`src/design/htd_ram.sv`:
```
// Generic single-write, single-read RAM with registered read data.
`default_nettype none

module htd_ram #(
  parameter int WIDTH = 8,
  parameter int DEPTH = 16
) (
  input  logic                     clk_i,
  input  logic                     we_i,
  input  logic [$clog2(DEPTH)-1:0] waddr_i,
  input  logic [WIDTH-1:0]         wdata_i,
  input  logic [$clog2(DEPTH)-1:0] raddr_i,
  output logic [WIDTH-1:0]         rdata_o
);

  logic [WIDTH-1:0] mem [DEPTH];

  // write port
  always_ff @(posedge clk_i) begin
    if (we_i) begin
      mem[waddr_i] <= wdata_i;
    end
  end

  // registered read port
  always_ff @(posedge clk_i) begin
    rdata_o <= mem[raddr_i];
  end

endmodule

`default_nettype wire

```
`config.mk`:
```
export PLATFORM = sky130hd
export DESIGN_NAME = htd_ram
export DESIGN_NICKNAME = d
export VERILOG_FILES = /design/src/design/htd_ram.sv
export SDC_FILE = /design/constraint.sdc
export NUM_CORES = 1
export LEC_CHECK = 0
export BUFFER_PORTS_ARGS = -buffer_cell sky130_fd_sc_hd__buf_2
export CORE_ASPECT_RATIO = 2
export CORE_MARGIN = 3
export CORE_UTILIZATION = 30
export DETAILED_ROUTE_END_ITERATION = 10
export PLACE_DENSITY_LB_ADDON = 0.05
export SETUP_SLACK_MARGIN = 0.4
export SYNTH_ARGS = -nofsm -noshare
export SYNTH_HDL_FRONTEND = slang
export SYNTH_SLANG_ARGS = --single-unit
```
`constraint.sdc`:
```
create_clock -name clk_i -period 3 [get_ports clk_i]
set_clock_uncertainty 0.15 [all_clocks]
set_input_delay 0.3 -clock clk_i [delete_from_list [all_inputs] [get_ports clk_i]]
set_output_delay 0.3 -clock clk_i [all_outputs]
set_load 0.005 [all_outputs]
```
==> flow_summary.ini <==
[run_status]
run_status = finished, final reports clean

[clock_tree]
cts-resized-gates = 0
cts_sinks = 136
cts_tree = yes
cts.clk_slew.worst_paths_ns = 0.06
numCtsBuffers = 17
clkLatencyLatePin_ns = 0.41
post-cts-setup-buffer-count = 0
cts_max_level = 4
clockRootBuffer = clkbuf_16
ctsHoldBuffers = 0
cts_buffer_depth = 2

[yosys]
synth_top_area_frac = 0.747
synth_edf_count = 128
ys_seq_elements = 136
synth-seq-area-share = 0.778
yosys_warnings = 0
synth_top_flop_cell = edfxtp_1
syn_nets = 247
syn_area_per_cell_um2 = 22.5
synth_cell_type_count = 19
async_reset_ff_frac = 0
ys_top_cells_by_area = edfxtp_1, mux4_2, mux4_1
synth_cells = 229
synthMostInstantiatedCell = edfxtp_1
synth_top_cell_by_area = edfxtp_1
syn_area_um2 = 5150
synth_common_cells = edfxtp_1, mux4_2, a22oi_1

[pwr]
switching_share = 0.191
ir_drop_uv = 385
leakage_nw = 2.12
p_int_mw = 3.76
combPwrFrac = 0.042
seq_power_share = 0.459
power_per_cell_area_nw_per_um2 = 743
switching_power_mw = 0.888
p_clk_frac = 0.499

[detailed_routing]
drc_errors = 0
drt_iter0_markers = 125
wire_per_inst_um = 22.3
num_vias = 2396
drt-pass1-iter-count = 4
dr_wl_met2_um = 6530
wl_met3_um = 297
viasPerCell = 4.77
ant_nets = 0
drt_wl_total_um = 11200
highest_layer = met4
wl_met1_um = 4230

[worst_setup_path]
worstSetupStartpointType = input pin
crit_slowest_cell = mux4_1
path_class = input pin to flop
cp.required_ns = 3.15
worst_setup_path_end_kind = flop
max_stage_delay_ns = 0.57
crit_arrival_ns = 1.88
crit_chain = buf_2 > buf_12 > mux4_1 > a22oi_1 > nand2_1
crit_fanout = 21
path_delay_family = buffers and inverters
cp_num_buf_inv = 2

[place]
gp_congestion = 0.689
post-place-ws_ns = 0.802
dp_cells = 470
post-dp-hpwl_um = 7710
numPortBuffers = 25

[sta]
rsz0062_at_grt = no
final-hold-violation-count = 0
finalCriticalPeriod_ns = 1.74
finalSetupViolCount = 0
worst_slack_ns = 1.26
worst_slew_pin_slew_ns = 0.745
final_max_slew_viol_count = 0
fmax_ghz = 0.576
hold_slack_ns = 0.118
slew-limit-headroom = 0.502
tns_ns = 0
fin_crit_sh = 0.578

[hold_path]
hp-class = input pin to flop

[floorplanning]
die_x_um = 98.6
rows = 67
design.portCount = 26
core_region_area_um2 = 16800
die_area_um2 = 18900
die_y_um = 191
start_util = 0.307

[grt]
grt-ovfl-total = 0
gr-usage-all-layers = 0.131
antenna_found_initial = 0
grt_max_degree = 22
grt_first_pass_wirelength_um = 17400
grt_pass1_vias = 2708

[finish]
fill_cells = 1571
fin_cells = 502
nets = 300
antenna_cells = 0
area_growth_syn_to_layout_pct = 21.6
drive_gt1_frac = 0.315

[job]
cap_violations = 0
[cell families after synthesis]
| logic type | after synthesis | synth area share |
|---|---|---|
| flip-flops | 136 | 0.778 |
| AND/OR/NAND/NOR | 35 | 0.0318 |
| multiplexers | 32 | 0.150 |
| AO/OA/AOI/OAI | 16 | 0.0233 |
| buffers and inverters | 10 | 0.0168 |
[worst register-to-register path, delay by kind of cell, from the launching register on]
family	cells	cell delay, ns
flip-flops	1	0.36
AO/OA/AOI/OAI	1	0.27
multiplexers	1	0.51
AND/OR/NAND/NOR	1	0.09
[per-layer routing]
metal  vias up  global-route usage
li1       1079                   -
met1      1266               0.141
met2        43               0.242
met3         8              0.0329
met4         0              0.0505
met5         -                   0
[cell type report]
type	instances	area, um^2	share of cell area
Clock buffer	19	433	0.0692
Clock inverter	13	225	0.0360
Multi-Input combinational cell	83	1060	0.169
Sequential cell	136	4000	0.640
Tap cell	207	259	0.0414
Timing Repair Buffer	44	280	0.0448
[flip-flops by register name, summed over array words and instances, names as in the netlist]
| register | cells |
|---|---|
| rdata_o | 8 |
| mem | 128 |
[through the flow]
step                power (mW)   util  cell area (um^2)
floorplan                 2.28      -              5150
global placement          2.37  0.334              5600
detailed placement        2.38  0.334              5600
CTS                       4.71  0.373              6260
global route              4.81  0.373              6260
finish                    4.65  0.373              6260
[path summary, 6_finish.rpt]
kind	start	endpoint	slack, ns	cells after the start
max	raddr_i[0]	rdata_o[3]	1.26	5
min	wdata_i[7]	mem[5][7]	0.12	1
max reg2reg	mem[1][3]	rdata_o[3]	1.52	3
min reg2reg	mem[14][3]	rdata_o[3]	0.52	3
[layout by cell type (no fill, tap or decap), types with 2 or more instances in the layout]
cell type / n
buf_2: 25
bufinv_16: 6
clkbuf_16: 17
a22oi_1: 16
nand3b_1: 2
nor2_1: 13
dfxtp_1: 8
nor3_1: 4
mux4_2: 18
clkinv_2: 4
buf_4: 18
mux4_1: 14
clkbuf_1: 2
edfxtp_1: 128
nand2b_1: 2
nand2_1: 9
[power groups by stage]
stage	registers (mW)	clock network [mW]	logic, mW
final	2.14	2.32	0.194
after global routing	2.14	2.46	0.214
after CTS	2.14	2.37	0.201
after detailed placement	2.18	0	0.201
after global placement	2.18	0	0.199
after floorplan	2.17	0	0.108
(Power assumes the default switching activity.)
